File: src/rtl/core/dpt_pkg.sv
// Shared types and constants of the demand paging translator.
package dpt_pkg;

  localparam int ADDR_W      = 16;
  localparam int DATA_W      = 8;
  localparam int QUEUE_DEPTH = 4;

  typedef enum logic [0:0] {
    OP_TRANSLATE = 1'b0,
    OP_WRITE     = 1'b1
  } op_e;

  typedef enum logic [2:0] {
    BK_CLEAR,
    BK_IDLE,
    BK_LOOKUP,
    BK_COPY,
    BK_COMMIT,
    BK_READ
  } bk_state_e;

endpackage

File: src/rtl/core/dpt_queue.sv
// Small FIFO that decouples the front end from the back end.
module dpt_queue #(
  parameter int WIDTH = 8
) (
  input  logic             clk_i,
  input  logic             rst_ni,
  input  logic             push_i,
  input  logic [WIDTH-1:0] push_data_i,
  output logic             push_ready_o,
  output logic             pop_valid_o,
  output logic [WIDTH-1:0] pop_data_o,
  input  logic             pop_i
);

  localparam int DEPTH = dpt_pkg::QUEUE_DEPTH;
  localparam int PTR_W = $clog2(DEPTH);
  localparam int CNT_W = $clog2(DEPTH + 1);

  logic [WIDTH-1:0] mem_q [DEPTH];
  logic [PTR_W-1:0] wr_ptr_q, wr_ptr_d, rd_ptr_q, rd_ptr_d;
  logic [CNT_W-1:0] cnt_q, cnt_d;
  logic             do_push, do_pop;

  assign push_ready_o = (cnt_q != CNT_W'(DEPTH));
  assign pop_valid_o  = (cnt_q != '0);
  assign pop_data_o   = mem_q[rd_ptr_q];
  assign do_push      = push_i && push_ready_o;
  assign do_pop       = pop_i && pop_valid_o;

  always_comb begin
    wr_ptr_d = wr_ptr_q;
    rd_ptr_d = rd_ptr_q;
    if (do_push) begin
      wr_ptr_d = (wr_ptr_q == PTR_W'(DEPTH - 1)) ? '0 : wr_ptr_q + PTR_W'(1);
    end
    if (do_pop) begin
      rd_ptr_d = (rd_ptr_q == PTR_W'(DEPTH - 1)) ? '0 : rd_ptr_q + PTR_W'(1);
    end
    cnt_d = cnt_q + CNT_W'(do_push) - CNT_W'(do_pop);
  end

  always_ff @(posedge clk_i or negedge rst_ni) begin
    if (!rst_ni) begin
      wr_ptr_q <= '0;
      rd_ptr_q <= '0;
      cnt_q    <= '0;
    end else begin
      wr_ptr_q <= wr_ptr_d;
      rd_ptr_q <= rd_ptr_d;
      cnt_q    <= cnt_d;
    end
  end

  always_ff @(posedge clk_i) begin
    if (do_push) begin
      mem_q[wr_ptr_q] <= push_data_i;
    end
  end

endmodule

File: config.mk
export PLATFORM = sky130hd
export DESIGN_NAME = dpt_queue
export DESIGN_NICKNAME = d
export VERILOG_FILES = /design/src/rtl/core/dpt_pkg.sv /design/src/rtl/core/dpt_queue.sv
export SDC_FILE = /design/constraint.sdc
export NUM_CORES = 1
export LEC_CHECK = 0
export BUFFER_PORTS_ARGS = -buffer_cell sky130_fd_sc_hd__buf_2
export CAP_MARGIN = 40
export CORE_ASPECT_RATIO = 0.8
export CORE_UTILIZATION = 46
export DETAILED_ROUTE_END_ITERATION = 12
export GPL_ROUTABILITY_DRIVEN = 0
export GPL_TIMING_DRIVEN = 0
export HOLD_SLACK_MARGIN = 0.03
export PLACE_DENSITY = 0.66
export SLEW_MARGIN = 10
export SYNTH_ARGS = -nofsm -noshare
export SYNTH_HDL_FRONTEND = slang
export SYNTH_SLANG_ARGS = --single-unit
export TNS_END_PERCENT = 10
File: constraint.sdc
create_clock -name clk_i -period 3.13 [get_ports clk_i]
set_clock_uncertainty 0.15 [all_clocks]
set_input_delay 0.1565 -clock clk_i [delete_from_list [all_inputs] [get_ports clk_i]]
set_output_delay 0.1565 -clock clk_i [all_outputs]
set_load 0.02 [all_outputs]
==> impl_metrics.py <==
metrics = {
    "run_status": {
        "outcome": "completed",
    },
    "detailed_routing": {
        "first_pass_iters": 3,
        "antenna_left": 0,
        "drt-total-wl_um": 2530,
        "avgViaCountPerCell": 5.08,
        "drc": 0,
        "drtIter0Drc": 23,
        "wl_per_cell_um": 16.0,
        "via_count": 802,
    },
    "synth": {
        "synth_top_family_by_area": "multiplexers",
        "ys_seq_area_share_pct": 71.1,
        "synth_common_cells": "edfxtp_1, mux4_2, dfrtp_1, ha_1, inv_1",
        "synth_compound_area_share_pct": 0,
        "synthSimpleGateAreaFrac_pct": 4.31,
        "ys_warn_count": 0,
        "synth_edf_count": 32,
        "synthCells": 80,
        "netlist.top_cell.by_area": "edfxtp_1",
        "synthAdderAreaFrac_pct": 6.73,
        "synth-xor-area-share_pct": 1.10,
        "syn_area_per_cell_um2": 20.0,
        "ys_types": 17,
        "synth_ff_type": "edfxtp_1",
        "ys_top_cells_by_area": "edfxtp_1, mux4_2, dfrtp_1, ha_1, and3_2",
        "syn_area_um2": 1600,
        "synth_nets": 100,
        "ys_seq_elements": 39,
        "yosys.area.top_type_share_pct": 60.1,
        "async_reset_ff_share_pct": 17.9,
        "yosysMostFrequentCell": "edfxtp_1",
        "synthMuxAreaShare_pct": 14.6,
    },
    "power": {
        "cellPowerDensity_nw_per_um2": 909,
        "ir_drop_v": 0.000405,
        "p_leak_nw": 0.750,
    },
    "grt": {
        "gr-total-overflow": 0,
        "grt_start_max_net_pins": 13,
        "antenna_found_initial": 0,
        "grt_pass1_wl_um": 3930,
        "grt_usage_pct": 16.4,
        "grt_pass1_vias": 809,
    },
    "die": {
        "start_util_pct": 50.0,
        "die_area_um2": 3710,
        "fp.dieW_um": 67.9,
        "die_y_um": 54.7,
        "core_um2": 3200,
        "io_pins": 22,
        "num_rows": 18,
    },
    "sta": {
        "setup-violations-final": 0,
        "slew-limit-headroom_pct": 58.8,
        "rsz0062_at_grt": "no",
        "slew_violations": 0,
        "setup-tns-final_ns": 0,
        "hold_viol": 0,
        "period_share_pct": 81.1,
        "post-route-min-period_ns": 2.54,
        "fmax_ghz": 0.394,
        "fin_ws_ns": 0.592,
        "worstMarginPinSlew_ns": 0.619,
    },
    "clocking": {
        "root_buffer": "clkbuf_8",
        "clock_sinks": 39,
        "postCtsSetupBuffers": 0,
        "clk_latency_ns": 0.29,
        "cts.clk_slew.worst_paths_ns": 0.07,
        "cts_tree": "yes",
        "postCtsHoldBufs": 9,
        "cts.path.max_buffers": 2,
        "htree_levels": 2,
        "cts_made_buffers": 5,
        "ctsResizeCount": 0,
    },
    "critical_path": {
        "setup.worst_path.end_class": "register",
        "required_ns": 3.19,
        "cp_data_arrival_time_ns": 2.60,
        "worst-setup-path-type": "register to register",
        "reg2reg_depth": 10,
        "cp_max_fo": 4,
        "cp-start-kind": "register",
    },
    "place": {
        "io_buffers": 21,
        "dp_worst_setup_slack_ns": 0.606,
        "dp_hpwl_um": 1620,
    },
    "layout": {
        "areaGrowthSynthToFinish_pct": 20.6,
        "antenna_cells": 0,
        "nets": 137,
        "layout-drive-gt1-share_pct": 39.8,
    },
    "min_path": {
        "hold_class": "input port to asynchronous set/reset pin",
    },
    "run": {
        "max_cap_violations": 0,
    },
}
registers in the layout (all words and copies together), names as in the netlist:
signal,flops
cnt_q,3
wr_ptr_q,2
mem_q,32
rd_ptr_q,2
final cells by class:
type                            count  area (um2)
Buffer                              2        8.76
Clock buffer                        5        68.8
Clock inverter                      3        15.0
Fill cell                         263        1270
Inverter                            7        26.3
Multi-Input combinational cell     32         427
Sequential cell                    39        1140
Tap cell                           40        50.0
Timing Repair Buffer               30         195
report_power, final:
part | internal, mW | total (mW) | switching [mW]
clock network | 0.151 | 0.319 | 0.168
registers | 0.705 | 0.764 | 0.0593
logic | 0.313 | 0.669 | 0.356
total | 1.17 | 1.75 | 0.583
path summary, 6_finish.rpt:
check / start / end / slack, ns
max: cnt_q[1] / cnt_q[2] / 0.59
max in group asynchronous: rst_ni / rd_ptr_q[1] / 2.60
min reg2reg: cnt_q[2] / cnt_q[2] / 0.37
min: rst_ni / cnt_q[1] / 0.07
max reg2reg: cnt_q[1] / cnt_q[2] / 0.59
min in group clk_i: pop_i / rd_ptr_q[0] / 0.13
cells by family after synthesis:
family,count (synthesis)
xor gates and xnor gates,2
buffers and inverters,9
adders and majority gates,8
and+or+nand+nor,10
muxes,12
DFF,39
through the flow:
step                cell area [um2]  hold WS, ns  util (%)  power (mW)  instances
finish                         1930       0.0741      60.3        1.75        158
detailed placement             1750       -0.148      54.8        1.45        141
global placement               1750       -0.155      54.8        1.42        141
global route                   1930        0.112      60.3        1.87        158
CTS                            1930       0.0765      60.3        1.78        158
floorplan                      1600       -0.289         -        1.26         80
cell usage in the layout (no fill, tap or decap), types with 2 or more instances in the layout:
cell | netlist | final
and3_2 | 4 | 4
dfrtp_1 | 7 | 7
clkinv_1 | 0 | 2
nor2_1 | 2 | 2
buf_2 | 1 | 22
inv_1 | 7 | 7
ha_1 | 7 | 7
clkbuf_8 | 0 | 5
mux2_2 | 2 | 2
xnor2_1 | 2 | 2
mux2_4 | 2 | 2
dlygate4sd3_1 | 0 | 9
mux4_2 | 8 | 8
edfxtp_1 | 32 | 32
routing by layer:
metal | global-route usage (%) | routed length [um] | vias to the layer above | share of wire, %
met4 | 6.25 | 38 | 0 | 1.5
met3 | 6.67 | 115 | 5 | 4.6
met5 | 0 | 0 | - | 0
met2 | 26.7 | 1260 | 16 | 50
met1 | 19.6 | 1110 | 404 | 44
li1 | - | - | 377 | -
worst max-delay path, cell delays in order (launching register included):
cell     delay [ns]
dfrtp_1        0.44
or3_2          0.49
nand2_1        0.15
inv_1          0.06
ha_1           0.26
inv_1          0.05
ha_1           0.12
inv_1          0.05
fa_1           0.37
xnor2_1        0.18
xnor2_1        0.14
Note: power is estimated with default switching activity, not from simulation.
