`config.mk`:
```
export PLATFORM = sky130hd
export DESIGN_NAME = dpt_front
export DESIGN_NICKNAME = d
export VERILOG_FILES = /design/src/rtl/core/dpt_pkg.sv /design/src/rtl/core/dpt_front.sv
export SDC_FILE = /design/constraint.sdc
export NUM_CORES = 1
export LEC_CHECK = 0
export CORE_MARGIN = 2
export CORE_UTILIZATION = 60
export CTS_CLUSTER_SIZE = 28
export DETAILED_ROUTE_END_ITERATION = 12
export DONT_BUFFER_PORTS = 1
export PLACE_DENSITY = 0.76
export SLEW_MARGIN = 20
export SYNTH_ARGS = -nofsm -noshare
export SYNTH_HDL_FRONTEND = slang
export SYNTH_SLANG_ARGS = --single-unit
```
`constraint.sdc`:
```
create_clock -name clk_i -period 2.34 [get_ports clk_i]
set_input_delay 0.234 -clock clk_i [delete_from_list [all_inputs] [get_ports clk_i]]
set_output_delay 0.234 -clock clk_i [all_outputs]
set_load 0.01 [all_outputs]
```
`src/rtl/core/dpt_pkg.sv`:
```
// Shared types and constants of the demand paging translator.
package dpt_pkg;

  localparam int ADDR_W      = 16;
  localparam int DATA_W      = 8;
  localparam int QUEUE_DEPTH = 4;

  typedef enum logic [0:0] {
    OP_TRANSLATE = 1'b0,
    OP_WRITE     = 1'b1
  } op_e;

  typedef enum logic [2:0] {
    BK_CLEAR,
    BK_IDLE,
    BK_LOOKUP,
    BK_COPY,
    BK_COMMIT,
    BK_READ
  } bk_state_e;

endpackage

```
`src/rtl/core/dpt_front.sv`:
```
// Front end: accepts items and splits the address into page and offset.
module dpt_front #(
  parameter int NUM_PAGES  = 256,
  parameter int PAGE_BYTES = 256,
  localparam int PW = $clog2(NUM_PAGES),
  localparam int OW = $clog2(PAGE_BYTES),
  localparam int EW = 1 + dpt_pkg::DATA_W + PW + OW
) (
  input  logic                        clk_i,
  input  logic                        rst_ni,
  input  logic                        in_valid_i,
  output logic                        in_ready_o,
  input  dpt_pkg::op_e                in_op_i,
  input  logic [dpt_pkg::ADDR_W-1:0]  in_addr_i,
  input  logic [dpt_pkg::DATA_W-1:0]  in_data_i,
  output logic                        out_valid_o,
  input  logic                        out_ready_i,
  output logic [EW-1:0]               out_entry_o
);

  localparam int AW = dpt_pkg::ADDR_W;
  localparam int DW = dpt_pkg::DATA_W;

  // Exact division by a constant: floor(n * M / 2^S) with M = ceil(2^S / d).
  localparam int S1  = AW + OW;
  localparam int M1W = AW + 1;
  localparam longint unsigned M1 =
    ((64'd1 << S1) + 64'(PAGE_BYTES) - 64'd1) / 64'(PAGE_BYTES);
  localparam logic [M1W-1:0] M1_C = M1W'(M1);
  localparam int P1W = AW + M1W;

  localparam int QMAX = ((1 << AW) - 1) / PAGE_BYTES;
  localparam int QW   = $clog2(QMAX + 1);
  localparam int S2   = QW + PW;
  localparam int M2W  = QW + 1;
  localparam longint unsigned M2 =
    ((64'd1 << S2) + 64'(NUM_PAGES) - 64'd1) / 64'(NUM_PAGES);
  localparam logic [M2W-1:0] M2_C = M2W'(M2);
  localparam int P2W = QW + M2W;

  logic           en;
  logic           v1_q, v2_q;
  dpt_pkg::op_e   op1_q, op2_q;
  logic [AW-1:0]  addr1_q;
  logic [DW-1:0]  data1_q, data2_q;
  logic [P1W-1:0] prod1_q;
  logic [P2W-1:0] prod2_q;
  logic [QW-1:0]  quo1;
  logic [QW-1:0]  quo2_q;
  logic [QW-1:0]  quo_hi;
  logic [OW-1:0]  off2_q;
  logic [PW-1:0]  page;

  // The whole pipeline advances together whenever its last stage can move on.
  assign en         = !v2_q || out_ready_i;
  assign in_ready_o = en;

  assign quo1   = QW'(prod1_q >> S1);
  assign quo_hi = QW'(prod2_q >> S2);
  assign page   = PW'(quo2_q - QW'(quo_hi * NUM_PAGES));

  always_ff @(posedge clk_i or negedge rst_ni) begin
    if (!rst_ni) begin
      v1_q <= 1'b0;
      v2_q <= 1'b0;
    end else if (en) begin
      v1_q <= in_valid_i;
      v2_q <= v1_q;
    end
  end

  always_ff @(posedge clk_i) begin
    if (en) begin
      op1_q   <= in_op_i;
      addr1_q <= in_addr_i;
      data1_q <= in_data_i;
      prod1_q <= P1W'(in_addr_i) * P1W'(M1_C);
      op2_q   <= op1_q;
      data2_q <= data1_q;
      quo2_q  <= quo1;
      off2_q  <= OW'(addr1_q - AW'(quo1 * PAGE_BYTES));
      prod2_q <= P2W'(quo1) * P2W'(M2_C);
    end
  end

  assign out_valid_o = v2_q;
  assign out_entry_o = {op2_q, data2_q, page, off2_q};

endmodule

```
==> summary.md <==
| Metric | Value |
|---|---|
| Outcome | `finished clean` |
| Dpl ws | `just under 0.9 ns` |
| Library cells used by synthesis | `6` |
| Synth area leader | `edfxtp_1` |
| Setup-failing EPs final | `0` |
| Crit path buffers/inverters | `0` |
| Slew Limit Fails | `0` |
| Pint | `0.00129 W` |
| Iter 0 DRT Violations | `11` |
| Clk sinks | `52` |
| Worst hold stages | `1` |
| Ant diodes | `0` |
| Yosys warnings | `0` |
| Largest stage delay on the critical path | `0.55 ns` |
| GRT overflow | `0` |
| Post-synth EDFFs | `50` |
| HP Class | `primary input to flip-flop` |
| Worst Path Required | `2.11 ns` |
| P_sw | `0.000327 W` |
| Effective utilization at floorplan | `between 60% and 70%` |
| CTS Buf Count | `5` |
| Top FF cell, synth | `edfxtp_1` |
| Gr usage total | `14.3%` |
| Register share of total power | `73.7%` |
| Clk buf depth | `2` |
| Mapped Nets | `85` |
| Power density over the cells | `837 mW/mm2` |
| Worst setup EP type | `output pin` |
| Placed Area | `about 0.0016 mm2` |
| Final period util | `68.3%` |
| Top post-synthesis cells by count | `50 x edfxtp_1, 2 x dfrtp_1` |
| First-pass GRT wire length | `a little over 3 mm` |
| Fin crit period | `1.60 ns` |
| Max cap viols | `0` |
| Seq cells post-synth | `52` |
| Port bufs | `0` |
| Pin slew with the least headroom to its limit | `0.682 ns` |
| Worst Clk Skew | `about 0.0036 ns` |
| 1st-pass router iterations | `4` |
| CTS resizes | `0` |
| Cell area after synthesis | `0.00160 mm2` |
| Crit path max-delay family | `simple AND/OR/NAND/NOR gates` |
| Clock network fraction of design power | `21.6%` |
| Design area | `0.00193 mm2` |
| Count leader, synth | `edfxtp_1` |
| Syn Inst Count | `56` |
| Die X | `around 56 um` |
| Final hold violations | `0` |
| Worst slew margin | `54.5%` |
| Clk Tree Root Cell | `clkbuf_4` |
| Sw frac | `20.2%` |
| Number of nets with antenna violations after routing | `0` |
| FFs w/ async S/R, synth | `3.85%` |
| Chip height | `around 56 um` |
| WL final | `~2.1 mm` |
| Core area | `0.00250 mm2` |
| Combinational group share of total power | `4.7%` |
| Pin count of the biggest net entering global routing | `54` |
| RSZ-0062 raised after global routing | `false` |
| DRC viols | `0` |
| Vias/cell | `5.15` |
| CP arrival | `1.37 ns` |
| Clock Latency Late Sink | `0.34 ns` |
| Post-synthesis sequential area ratio | `97.3%` |
| Synth-to-layout area growth | `21.3%` |
| Worst-path fanout max | `53` |
| Fin nets | `117` |
| WL/cell | `17.8 um` |
| Fin Setup TNS | `0 ns` |
| Die area | `approximately 0.003 mm2` |
| Clock slew at reported path FFs | `0.12 ns` |
| Crit. path cell count | `1` |
| Area occupied by multi-input gates | `around 36 um2` |
| Slowest cell on the critical path | `nand2b_4` |
| Final-layout fill cell count | `roughly 120` |
| Crit-path cells | `nand2b_4` |
| Critical path startpoint category | `flip-flop` |
| Share of layout cells above drive strength 1 | `7.87%` |
| Crit Path Class | `flip-flop to output pin` |
| I/O pin cnt | `56` |
| # rows | `18` |
| Mapped Avg Cell Area | `28.5 um2` |
| Yosys top cell area share | `94.1%` |
| Initial antenna violation count | `0` |
| CTS tree | `built` |
| GPL Wtd Cong | `0.614` |
| Total number of vias | `613` |
| Fmax | `625 MHz` |
| Reg area | `0.00155 mm2` |
| Reg2reg path depth | `2` |
| Worst vdd ir | `0.684 mV` |
| Main area contributors after synthesis | `edfxtp_1 94%, dfrtp_1 3.1%, mux2_4 0.94%` |
| Vias in the first global route | `628` |
| Pleak | `0.682 nW` |
| H-tree depth | `2` |
| Worst setup margin | `0.741 ns` |
[cell families (layout without fill, tap and decap cells)]
kind of cell / after synthesis / in the layout / share of synthesized area (%)
DFF: 52 / 52 / 97.3
muxes: 1 / 1 / 0.941
and+or+nand+nor: 2 / 2 / 1.33
buffers and inverters: 1 / 34 / 0.471
[metal layers]
layer | track usage (%) | vias to the layer above | routed length (um) | share of wire [%]
li1 | - | 282 | - | -
met1 | 15.2 | 284 | 750 | 35
met2 | 23.1 | 40 | 1130 | 53
met3 | 6.79 | 7 | 193 | 9.1
met4 | 8.36 | 0 | 50 | 2.4
met5 | 0 | - | 0 | 0
[what timing repair did]
action                                 4_1_cts  5_1_grt
buffers inserted                             0        0
endpoints found under the hold margin       27        0
hold buffers                                26        0
[through the flow]
step	hold slack (ns)	utilization [%]	total power (W)	cells
6_report	0.0357	77.4	0.00162	119
5_1_grt	0.00688	77.4	0.00168	119
4_1_cts	0.0136	77.4	0.00163	119
3_5_place_dp	-0.0615	65.0	0.00126	85
3_3_place_gp	-0.0615	65.0	0.00125	85
2_1_floorplan	-0.0616	-	0.00124	56
[final timing paths]
| path | start | to | slack, ns |
|---|---|---|---|
| max in group asynchronous | rst_ni | v1_q | 2.09 |
| worst min register to register | addr1_q[11] | quo2_q[3] | 0.43 |
| worst max register to register | out_valid_o | v1_q | 0.86 |
| worst min-delay path | in_valid_i | v1_q | 0.04 |
| worst max-delay path | out_valid_o | in_ready_o | 0.74 |
| min in group asynchronous | rst_ni | out_valid_o | 0.12 |
[registers in the layout, indices dropped and copies added, names as in the netlist]
name and flops:
quo2_q 8, addr1_q 16, v1_q 1, op1_q 1, data1_q 8, op2_q 1
out_valid_o 1, data2_q 8, off2_q 8
[cell type report]
| cell class | count | area share (%) |
|---|---|---|
| timing repair buffer | 26 | 13.5 |
| multi-input combinational | 3 | 1.88 |
| tap | 30 | 1.94 |
| clock buffer | 8 | 2.52 |
| sequential | 52 | 80.2 |
[power by group through the flow]
stage	combinational, W	clock [W]	sequential, W
after CTS	0.0000757	0.000363	0.00120
after global placement	0.0000387	0	0.00121
final	0.0000763	0.000350	0.00119
after global routing	0.0000833	0.000395	0.00120
after floorplan	0.0000365	0	0.00120
after detailed placement	0.0000405	0	0.00122
[cell usage in the layout (no fill, tap or decap)]
cell,instances
dlygate4sd3_1,26
nand2b_4,1
dfrtp_1,2
mux2_4,1
clkbuf_1,3
edfxtp_1,50
clkbuf_4,5
or2b_1,1
Power figures use the tool's default switching activity.
